[src/rtl/sf32_pkg.sv]
`timescale 1ns / 1ps
// Shared types and constants for the simplified single-precision float unit.
package sf32_pkg;

	typedef enum logic [3:0] {
		KIND_ADD   = 4'd0,
		KIND_SUB   = 4'd1,
		KIND_MUL   = 4'd2,
		KIND_DIV   = 4'd3,
		KIND_EQ    = 4'd4,
		KIND_NE    = 4'd5,
		KIND_LT    = 4'd6,
		KIND_LE    = 4'd7,
		KIND_ITOF  = 4'd8,
		KIND_FTOI  = 4'd9,
		KIND_FMAG  = 4'd10
	} kind_t;

	localparam logic [31:0] SGN_BIT = 32'h8000_0000;
	localparam logic [31:0] FRAC_M  = 32'h007f_ffff;
	localparam logic [31:0] INF_EXP = 32'h7f80_0000;
	localparam logic [31:0] MAG_M   = 32'h7fff_ffff;
	localparam logic [7:0]  BIAS    = 8'd127;

	// Request to the normalize-and-pack stages. A bypass carries a finished word.
	typedef struct packed {
		logic               bypass;
		logic [31:0]        bypass_val;
		logic               neg;
		logic signed [10:0] exp;
		logic [31:0]        mant;
	} pack_req_t;

endpackage

[src/rtl/sf32_if.sv]
`timescale 1ns / 1ps
// Valid/ready channel interfaces for operation requests and results.
interface sf32_req_if;
	logic        valid;
	logic        ready;
	logic [3:0]  kind;
	logic [31:0] operand_a;
	logic [31:0] operand_b;

	modport source (output valid, kind, operand_a, operand_b, input ready);
	modport sink (input valid, kind, operand_a, operand_b, output ready);
endinterface

interface sf32_rsp_if;
	logic        valid;
	logic        ready;
	logic [31:0] result;

	modport source (output valid, result, input ready);
	modport sink (input valid, result, output ready);
endinterface

[src/rtl/simplified_f32_alu_top.sv]
`timescale 1ns / 1ps
// Top level of the simplified single-precision float unit.
//
// Requests arrive on req (kind, operand_a, operand_b); each yields exactly one
// 32-bit word on rsp. Add, sub, mul, div, compares and conversions all share
// one five-stage pipeline. Throughput is one request per cycle while the
// receiver does not stall. Division is spread as three quotient bits in
// each of the first three stages; normalization takes the last two.
// The whole pipeline advances together: when the last stage holds a result
// that rsp does not take, every stage holds and req.ready drops, so nothing
// is lost or repeated. req.ready is high whenever the last stage is empty or
// is being drained, so a stalled receiver costs no bubbles once it resumes.
// Reset clears all valid bits; the unit keeps no other state.
// Kinds above float_magnitude give a result of zero.
module simplified_f32_alu_top (
	input  logic        clk,
	input  logic        arst_n,
	sf32_req_if.sink    req,
	sf32_rsp_if.source  rsp
);

	logic en;
	assign en        = !rsp.valid || rsp.ready;
	assign req.ready = en;

	// Three restoring division steps, quotient bits hi down to hi-2.
	function automatic logic [32:0] div3(input logic [23:0] rem, input logic [8:0] q,
			input logic [15:0] dvs, input logic [3:0] hi);
		logic [23:0] r;
		logic [8:0]  qq;
		logic [23:0] cmp;
		logic [3:0]  idx;
		r  = rem;
		qq = q;
		for (int k = 0; k < 3; k++) begin
			idx = hi - k[3:0];
			cmp = {8'b0, dvs} << idx;
			if (r >= cmp) begin
				r = r - cmp;
				qq[idx] = 1'b1;
			end
		end
		return {r, qq};
	endfunction

	// ---------------- stage 1: unpack, align, compare, first divide bits
	logic [3:0]  kind;
	logic [31:0] a;
	logic [31:0] b;
	logic        za, zb, sa, sb;
	logic [7:0]  ea, eb;
	logic [23:0] ma, mb;
	logic        eq, lt;
	logic [31:0] key_a, key_b;
	logic [54:0] mag_sh;
	logic [31:0] mag;
	logic [32:0] dstep0;

	logic        bypass_c1;
	logic [31:0] bval_c1;
	logic signed [10:0] exp_c1;
	logic [31:0] opa_c1, opb_c1;
	logic [23:0] rem_c1;
	logic [8:0]  q_c1;

	logic               v_s1;
	logic [3:0]         kind_s1;
	logic               bypass_s1;
	logic [31:0]        bval_s1;
	logic               sa_s1, sb_s1;
	logic signed [10:0] exp_s1;
	logic [31:0]        opa_s1, opb_s1;
	logic [23:0]        rem_s1;
	logic [8:0]         q_s1;

	always_comb begin
		kind = req.kind;
		a    = req.operand_a;
		b    = (kind == sf32_pkg::KIND_SUB) ? (req.operand_b ^ sf32_pkg::SGN_BIT)
		                                     : req.operand_b;
		za = (a & sf32_pkg::MAG_M) == '0;
		zb = (b & sf32_pkg::MAG_M) == '0;
		sa = a[31];
		sb = b[31];
		ea = a[30:23];
		eb = b[30:23];
		ma = {1'b1, a[22:0]};
		mb = {1'b1, b[22:0]};

		eq    = (za && zb) || (a == b);
		key_a = a[31] ? ~a : (a | sf32_pkg::SGN_BIT);
		key_b = b[31] ? ~b : (b | sf32_pkg::SGN_BIT);
		lt    = !eq && (key_a < key_b);

		mag_sh = {31'b0, ma} << ea[4:0] - sf32_pkg::BIAS[4:0];
		if (za || ea < sf32_pkg::BIAS) begin
			mag = '0;
		end else if (ea > 8'd157) begin
			mag = sf32_pkg::MAG_M;
		end else begin
			mag = mag_sh[54:23];
		end

		dstep0 = div3(ma, 9'b0, mb[23:8], 4'd8);

		bypass_c1 = 1'b1;
		bval_c1   = '0;
		exp_c1    = '0;
		opa_c1    = '0;
		opb_c1    = '0;
		rem_c1    = dstep0[32:9];
		q_c1      = dstep0[8:0];

		unique case (kind)
			sf32_pkg::KIND_ADD, sf32_pkg::KIND_SUB: begin
				if (za) begin
					bval_c1 = b;
				end else if (zb) begin
					bval_c1 = a;
				end else begin
					bypass_c1 = 1'b0;
					if (ea > eb) begin
						exp_c1 = $signed({3'b0, ea});
						opa_c1 = {8'b0, ma};
						opb_c1 = {8'b0, mb >> (ea - eb)};
					end else begin
						exp_c1 = $signed({3'b0, eb});
						opa_c1 = {8'b0, ma >> (eb - ea)};
						opb_c1 = {8'b0, mb};
					end
				end
			end
			sf32_pkg::KIND_MUL: begin
				if (!(za || zb)) begin
					bypass_c1 = 1'b0;
					exp_c1 = $signed({3'b0, ea}) + $signed({3'b0, eb}) - 11'sd134;
					opa_c1 = {16'b0, ma[23:8]};
					opb_c1 = {16'b0, mb[23:8]};
				end
			end
			sf32_pkg::KIND_DIV: begin
				if (!za) begin
					if (zb) begin
						bval_c1 = ((a ^ b) & sf32_pkg::SGN_BIT) | sf32_pkg::INF_EXP;
					end else begin
						bypass_c1 = 1'b0;
						exp_c1 = $signed({3'b0, ea}) - $signed({3'b0, eb}) + 11'sd142;
						opb_c1 = {16'b0, mb[23:8]};
					end
				end
			end
			sf32_pkg::KIND_EQ: bval_c1 = {31'b0, eq};
			sf32_pkg::KIND_NE: bval_c1 = {31'b0, !eq};
			sf32_pkg::KIND_LT: bval_c1 = {31'b0, lt};
			sf32_pkg::KIND_LE: bval_c1 = {31'b0, eq || lt};
			sf32_pkg::KIND_ITOF: begin
				bypass_c1 = 1'b0;
				exp_c1 = 11'sd150;
				opa_c1 = a[31] ? (32'd0 - a) : a;
			end
			sf32_pkg::KIND_FTOI: bval_c1 = a[31] ? (32'd0 - mag) : mag;
			sf32_pkg::KIND_FMAG: bval_c1 = mag;
			default: bval_c1 = '0;
		endcase
	end

	always_ff @(posedge clk) begin
		if (en) begin
			kind_s1   <= kind;
			bypass_s1 <= bypass_c1;
			bval_s1   <= bval_c1;
			sa_s1     <= sa;
			sb_s1     <= sb;
			exp_s1    <= exp_c1;
			opa_s1    <= opa_c1;
			opb_s1    <= opb_c1;
			rem_s1    <= rem_c1;
			q_s1      <= q_c1;
		end
	end

	// ---------------- stage 2: add/sub, multiply, middle divide bits
	logic [32:0]        dstep1;
	logic               neg_c2;
	logic [31:0]        mant_c2;

	logic               v_s2;
	logic [3:0]         kind_s2;
	logic               bypass_s2;
	logic [31:0]        bval_s2;
	logic               neg_s2;
	logic signed [10:0] exp_s2;
	logic [31:0]        mant_s2;
	logic [15:0]        dvs_s2;
	logic [23:0]        rem_s2;
	logic [8:0]         q_s2;

	always_comb begin
		dstep1  = div3(rem_s1, q_s1, opb_s1[15:0], 4'd5);
		neg_c2  = sa_s1 ^ sb_s1;
		mant_c2 = '0;
		unique case (kind_s1)
			sf32_pkg::KIND_ADD, sf32_pkg::KIND_SUB: begin
				if (sa_s1 == sb_s1) begin
					neg_c2  = sa_s1;
					mant_c2 = opa_s1 + opb_s1;
				end else if (opa_s1 >= opb_s1) begin
					neg_c2  = sa_s1;
					mant_c2 = opa_s1 - opb_s1;
				end else begin
					neg_c2  = sb_s1;
					mant_c2 = opb_s1 - opa_s1;
				end
			end
			sf32_pkg::KIND_MUL: mant_c2 = {16'b0, opa_s1[15:0]} * {16'b0, opb_s1[15:0]};
			sf32_pkg::KIND_ITOF: begin
				neg_c2  = sa_s1;
				mant_c2 = opa_s1;
			end
			default: mant_c2 = '0;
		endcase
	end

	always_ff @(posedge clk) begin
		if (en) begin
			kind_s2   <= kind_s1;
			bypass_s2 <= bypass_s1;
			bval_s2   <= bval_s1;
			neg_s2    <= neg_c2;
			exp_s2    <= exp_s1;
			mant_s2   <= mant_c2;
			dvs_s2    <= opb_s1[15:0];
			rem_s2    <= dstep1[32:9];
			q_s2      <= dstep1[8:0];
		end
	end

	// ---------------- stage 3: last divide bits, hand off to packing
	logic [32:0]         dstep2;
	sf32_pkg::pack_req_t preq_c3;
	sf32_pkg::pack_req_t preq_s3;
	logic                v_s3;

	always_comb begin
		dstep2             = div3(rem_s2, q_s2, dvs_s2, 4'd2);
		preq_c3.bypass     = bypass_s2;
		preq_c3.bypass_val = bval_s2;
		preq_c3.neg        = neg_s2;
		preq_c3.exp        = exp_s2;
		preq_c3.mant       = (kind_s2 == sf32_pkg::KIND_DIV) ? {23'b0, dstep2[8:0]}
		                                                     : mant_s2;
	end

	always_ff @(posedge clk) begin
		if (en) begin
			preq_s3 <= preq_c3;
		end
	end

	always_ff @(posedge clk or negedge arst_n) begin
		if (!arst_n) begin
			v_s1 <= 1'b0;
			v_s2 <= 1'b0;
			v_s3 <= 1'b0;
		end else if (en) begin
			v_s1 <= req.valid;
			v_s2 <= v_s1;
			v_s3 <= v_s2;
		end
	end

	// ---------------- stages 4 and 5: normalize and pack
	sf32_pack u_pack (
		.clk    (clk),
		.arst_n (arst_n),
		.en     (en),
		.v_in   (v_s3),
		.req_in (preq_s3),
		.v_out  (rsp.valid),
		.result (rsp.result)
	);

	// ---------------- checks
	a_stall_only_when_full: assert property (@(posedge clk) disable iff (!arst_n)
		!req.ready |-> (rsp.valid && !rsp.ready))
		else $error("request side stalled while the result stage could drain");

	a_valid_advances: assert property (@(posedge clk) disable iff (!arst_n)
		en |=> (v_s2 == $past(v_s1) && v_s3 == $past(v_s2)))
		else $error("valid bit lost or duplicated between stages");

	a_hold_keeps_stages: assert property (@(posedge clk) disable iff (!arst_n)
		!en |=> (v_s1 == $past(v_s1) && v_s3 == $past(v_s3) && rsp.valid))
		else $error("pipeline moved during a stall");

endmodule

[src/rtl/sf32_pack.sv]
`timescale 1ns / 1ps
// Two pipeline stages that normalize a mantissa and pack the float word.
module sf32_pack (
	input  logic                  clk,
	input  logic                  arst_n,
	input  logic                  en,
	input  logic                  v_in,
	input  sf32_pkg::pack_req_t   req_in,
	output logic                  v_out,
	output logic [31:0]           result
);

	logic               v_s4;
	logic               bypass_s4;
	logic [31:0]        bval_s4;
	logic               neg_s4;
	logic signed [10:0] exp_s4;
	logic [31:0]        mant_s4;
	logic [4:0]         msb_s4;
	logic               v_s5;
	logic [31:0]        res_s5;

	logic [4:0]         msb;
	logic [4:0]         shamt;
	logic [31:0]        mnorm;
	logic [31:0]        packed_word;

	always_comb begin
		msb = '0;
		for (int i = 0; i < 32; i++) begin
			if (req_in.mant[i]) begin
				msb = i[4:0];
			end
		end
	end

	always_ff @(posedge clk or negedge arst_n) begin
		if (!arst_n) begin
			v_s4 <= 1'b0;
			v_s5 <= 1'b0;
		end else if (en) begin
			v_s4 <= v_in;
			v_s5 <= v_s4;
		end
	end

	always_ff @(posedge clk) begin
		if (en) begin
			bypass_s4 <= req_in.bypass;
			bval_s4   <= req_in.bypass_val;
			neg_s4    <= req_in.neg;
			mant_s4   <= req_in.mant;
			msb_s4    <= msb;
			// Final exponent once the leading one sits at bit 23.
			exp_s4    <= req_in.exp + $signed({6'b0, msb}) - 11'sd23;
			res_s5    <= packed_word;
		end
	end

	always_comb begin
		shamt = 5'd31 - msb_s4;
		mnorm = mant_s4 << shamt;
		if (bypass_s4) begin
			packed_word = bval_s4;
		end else if (mant_s4 == '0 || exp_s4 <= 11'sd0) begin
			packed_word = '0;
		end else if (exp_s4 >= 11'sd255) begin
			packed_word = {neg_s4, 31'b0} | sf32_pkg::INF_EXP;
		end else begin
			packed_word = {neg_s4, exp_s4[7:0], mnorm[30:8]};
		end
	end

	assign v_out  = v_s5;
	assign result = res_s5;

endmodule
[src/flat_wrapper.sv]
// flat-port wrapper written by rule: the top's interface ports become plain ports
module simplified_f32_alu_top_flat 
  (clk, arst_n, req_valid, req_kind, req_operand_a, req_operand_b, req_ready, rsp_valid, rsp_result, rsp_ready);
  sf32_req_if req_i ();
  sf32_rsp_if rsp_i ();
  input  logic clk;
  input  logic arst_n;
  input wire logic [$bits(req_i.valid)-1:0] req_valid;
  input wire logic [$bits(req_i.kind)-1:0] req_kind;
  input wire logic [$bits(req_i.operand_a)-1:0] req_operand_a;
  input wire logic [$bits(req_i.operand_b)-1:0] req_operand_b;
  output wire logic [$bits(req_i.ready)-1:0] req_ready;
  output wire logic [$bits(rsp_i.valid)-1:0] rsp_valid;
  output wire logic [$bits(rsp_i.result)-1:0] rsp_result;
  input wire logic [$bits(rsp_i.ready)-1:0] rsp_ready;
  assign req_i.valid = req_valid;
  assign req_i.kind = req_kind;
  assign req_i.operand_a = req_operand_a;
  assign req_i.operand_b = req_operand_b;
  assign req_ready = req_i.ready;
  assign rsp_valid = rsp_i.valid;
  assign rsp_result = rsp_i.result;
  assign rsp_i.ready = rsp_ready;
  simplified_f32_alu_top u_core (.clk(clk), .arst_n(arst_n), .req(req_i), .rsp(rsp_i));
endmodule
[config.mk]
export PLATFORM = sky130hd
export DESIGN_NAME = simplified_f32_alu_top_flat
export DESIGN_NICKNAME = d
export VERILOG_FILES = /design/src/rtl/sf32_pkg.sv /design/src/rtl/sf32_if.sv /design/src/rtl/simplified_f32_alu_top.sv /design/src/rtl/sf32_pack.sv /design/src/flat_wrapper.sv
export SDC_FILE = /design/constraint.sdc
export NUM_CORES = 2
export LEC_CHECK = 0
export ABC_CLOCK_PERIOD_IN_PS = 21800
export BUFFER_PORTS_ARGS = -buffer_cell sky130_fd_sc_hd__buf_2
export CAP_MARGIN = 0
export CORE_ASPECT_RATIO = 0.5
export CORE_MARGIN = 5
export CORE_UTILIZATION = 40
export CTS_BUF_LIST = sky130_fd_sc_hd__clkbuf_4
export DETAILED_ROUTE_END_ITERATION = 7
export PLACE_DENSITY_LB_ADDON = 0.1
export SYNTH_ARGS = -nofsm -noshare
export SYNTH_HDL_FRONTEND = slang
export SYNTH_SLANG_ARGS = --single-unit
[constraint.sdc]
create_clock -name clk -period 21.8 [get_ports clk]
set_input_delay 4.36 -clock clk [delete_from_list [all_inputs] [get_ports clk]]
set_output_delay 4.36 -clock clk [all_outputs]
set_load 0.02 [all_outputs]
==> impl_metrics.csv <==
group,metric,value,unit
sta,setup_viol_count_final,0,
pwr,comb_power_share,0.747,
cts,worst_setup_hold_path_clk_slew,120,ps
logic_synthesis,synth_top_cell_area_share,0.283,
logic_synthesis,synth_top_area_cell,"edfxtp_1",
placement,pre_cts_ws,7310,ps
final_layout,fillers,11770,
final_layout,area_growth,7.48,%
final_layout,ff_latch_area,13700,µm²
min_path,hold-path-cell-count,0,
drt,wl_per_cell,25.9,µm
placement,dp_hpwl,143000,µm
critical_path,reg2reg_depth,33,
sta,setup-tns-final,0,ps
cts,post-cts-setup-buffer-count,0,
pwr,power.density,196,nW/µm²
pwr,power_switching,5170,µW
sta,total_count_of_hold_check_failures_in_the_final_report,0,
critical_path,setup.reg_to_reg.worst_slack,10860,ps
drt,firstDrtPassIters,6,
logic_synthesis,yosys_warning_count,0,
floorplan,die_area,127000,µm²
floorplan,num_rows,89,
grt,grt-ovfl-total,0,
critical_path,setup.worst_path.start_class,"input port",
logic_synthesis,synth_seq_cells,456,
critical_path,critPathMostFrequentCell,"a21oi_1",
critical_path,rr_endpoint,"u_core.rem_s2[10]$_DFFE_PP_",
cts,cts.sinks,456,
final_layout,multi_input_area,31400,µm²
run,maxCapViolations,0,
logic_synthesis,netlist_top_cells_area,"edfxtp_1 (28%), ha_1 (10%), fa_1 (8.7%)",
logic_synthesis,mappedNetlistArea,47900,µm²
floorplan,initial_core_utilization,0.405,
critical_path,critical_path_required,22500,ps
pwr,leakage,0.0212,µW
grt,grt_start_max_net_pins,107,
floorplan,die_width,499,µm
floorplan,chipHeight,255,µm
logic_synthesis,async_reset_ff_frac,0.0110,
cts,tritoncts.num_buffers,107,
cts,tritoncts,"yes",
sta,clock_skew,99.0,ps
grt,grt_antenna_before_repair,27,
run_status,run_status,"complete, no violations",
floorplan,num_io_pins,106,
sta,timing.slew.headroom,0.168,
logic_synthesis,syn_inst,5361,
min_path,hold_path_class,"reg -> reg",
sta,share_of_the_cycle_needed_by_the_critical_path_after_routing,0.622,
grt,globalRouteTotalUtil,0.282,
critical_path,worst_setup_path_end_kind,"flop",
drt,via_per_inst,5.99,
critical_path,worstPathMaxFanout,17,
drt,detailroute.via_count,42312,
placement,place.gp.congestion,1.03,
floorplan,core-area,118000,µm²
cts,ctsRootBufferMaster,"clkbuf_4",
drt,postRouteWirelength,183000,µm
pwr,internal-power,4900,µW
pwr,net_switching_share_of_the_total_power,0.514,
placement,io_buffer_count,105,
cts,post_cts.resized_instances,0,
pwr,share_clk_of_total_power,0.074,
critical_path,critical-path-slowest-cell,"a2111oi_0",
logic_synthesis,synthDistinctLibCells,113,
sta,timing.fmax,0.0737,GHz
sta,rsz0062_at_grt,"false",
cts,cts_hold_repair.buffers,0,
pwr,power.share.sequential,0.179,
sta,worst_slack,8240,ps
sta,maxSlewViolCount,0,
drt,detailedRoute.firstIterationViolations,4330,
logic_synthesis,synthesis.nets,6035,
sta,tightestPinTransition,1220,ps
critical_path,r2r_start,"u_core.opb_s1[2]$_DFFE_PP_",
min_path,hold_path_end,"u_core.q_s2[6]$_DFFE_PP_",
final_layout,final_net_count,6058,
final_layout,drive_above_1_share,0.109,
cts,clock_latency,1040,ps
pwr,vdd_drop_max,0.000191,V
grt,first_pass_grt_wire_length,269000,µm
grt,number_of_global_route_vias_before_repair,40539,
sta,fin_crit,13560,ps
logic_synthesis,ys_seq_area_frac,0.285,
cts,ctsHtreeMaxLevel,3,
critical_path,cp_data_arrival_time,14260,ps
min_path,hp-start,"u_core.q_s1[6]$_DFFE_PP_",
critical_path,delay_of_the_slowest_cell_on_the_worst_path,710,ps
drt,drt.antenna.violating_nets,0,
logic_synthesis,synth_enable_flop_cells,451,
final_layout,layout.core_utilization,0.435,
critical_path,timing_worst_setup_path_type,"in -> reg",
logic_synthesis,per_instance_average_area_after_synthesis,8.94,µm²
logic_synthesis,dominantRegCellSynth,"edfxtp_1",
cts,max-clock-path-buffers,3,
drt,post-route-drc-count,0,
pwr,design_power_total,10100,µW
[registers in the layout (all words and copies together), names as in the netlist, 6 cells and up]
signal                 cells
u_core.u_pack.exp_s4      11
u_core.mant_s2            32
u_core.dvs_s2             16
u_core.q_s2                6
u_core.bval_s2            32
u_core.rem_s1             24
u_core.exp_s2             11
u_core.rem_s2             24
u_core.u_pack.bval_s4     32
u_core.exp_s1             11
u_core.bval_s1            32
u_core.u_pack.mant_s4     32
u_core.u_pack.result      32
u_core.opa_s1             32
u_core.preq_s3            77
u_core.opb_s1             24
[area by class of cell]
type                       instances  area share
timing repair buffer             198      0.0241
clock buffer                     155      0.0226
tap                             1592      0.0387
sequential                       456       0.265
inverter                         465      0.0339
clock inverter                    35     0.00503
antenna                           10    0.000486
multi-input combinational       4156       0.610
[power by group through the flow]
stage	Combinational [µW]	Sequential (µW)	Clock [µW]
after floorplan	5410	1820	0
after global placement	7280	1820	0
after detailed placement	7340	1820	0
after CTS	7400	1800	773
after global routing	8310	1840	818
final	7530	1800	742
[per-layer routing]
layer | GRT usage | wire length (µm) | vias up
met5 | 0 | 66 | -
met4 | 0.0924 | 6310 | 10
met3 | 0.0607 | 15700 | 292
met2 | 0.412 | 75200 | 1771
met1 | 0.414 | 86000 | 20914
li1 | - | - | 19325
[cell usage after synthesis, types with 32 or more instances]
cell      instances
a211oi_1         53
a21o_1           92
a21oi_1         371
a22oi_1          58
a31oi_1          42
clkbuf_1        216
edfxtp_1        451
fa_1            209
ha_1            393
inv_1           453
mux2_2           84
mux2i_1         105
mux4_2           39
nand2_1         596
nand2b_1         47
nand3_1          79
nand4_1          57
nor2_1          431
nor2b_1          68
nor3_1          114
nor4_1           44
o211ai_1         35
o21a_1           32
o21ai_0         354
o21bai_1         42
o31ai_1          34
or3_1            38
xnor2_1         187
xor2_1          114
[worst max-delay path by stage]
| stage | endpoint | cells past startpoint | start |
|---|---|---|---|
| 2_1_floorplan | req_ready | 2 | rsp_ready |
| 3_3_place_gp | u_core.rem_s1[7]$_DFFE_PP_ | 36 | req_operand_a[8] |
| 3_5_place_dp | u_core.rem_s1[11]$_DFFE_PP_ | 36 | req_operand_a[8] |
| 4_1_cts | u_core.rem_s1[9]$_DFFE_PP_ | 36 | req_operand_a[8] |
| 5_1_grt | u_core.rem_s1[10]$_DFFE_PP_ | 36 | req_operand_a[8] |
| 6_report | u_core.rem_s1[9]$_DFFE_PP_ | 36 | req_operand_a[8] |
[stage by stage]
step,area [µm²],instances,hold slack (ps)
2_1_floorplan,47900,5361,400
3_3_place_gp,50100,6867,401
3_5_place_dp,50100,6867,405
4_1_cts,51500,7057,356
5_1_grt,51500,7065,393
6_report,51500,7067,337
[kinds of logic after synthesis]
kind of cell	share of synthesized area
compound gates	0.187
simple gates	0.157
buf+inv	0.0615
mux	0.0625
xor+xnor	0.0560
flops	0.285
fa+ha+maj	0.190
[critical path, delay by kind of cell]
| kind | cells | cell delay (ps) |
|---|---|---|
| compound gates | 20 | 5920 |
| fa+ha+maj | 4 | 1120 |
| buf+inv | 6 | 1480 |
| mux | 2 | 810 |
| simple gates | 4 | 530 |
[placed cells by master (no fill, tap or decap), types with 34 or more instances in the layout]
cell / count
a211oi_1: 53
a21o_1: 92
a21oi_1: 371
a22oi_1: 58
a31oi_1: 42
buf_2: 104
buf_4: 93
clkbuf_4: 155
edfxtp_1: 451
fa_1: 209
ha_1: 392
inv_1: 453
mux2_2: 84
mux2i_1: 105
mux4_2: 39
nand2_1: 596
nand2b_1: 46
nand3_1: 79
nand4_1: 57
nor2_1: 429
nor2b_1: 68
nor3_1: 111
nor4_1: 44
o211ai_1: 35
o21ai_0: 354
o21bai_1: 42
o31ai_1: 34
or3_1: 38
xnor2_1: 185
xor2_1: 112
Note: power is estimated with default switching activity, not from simulation.
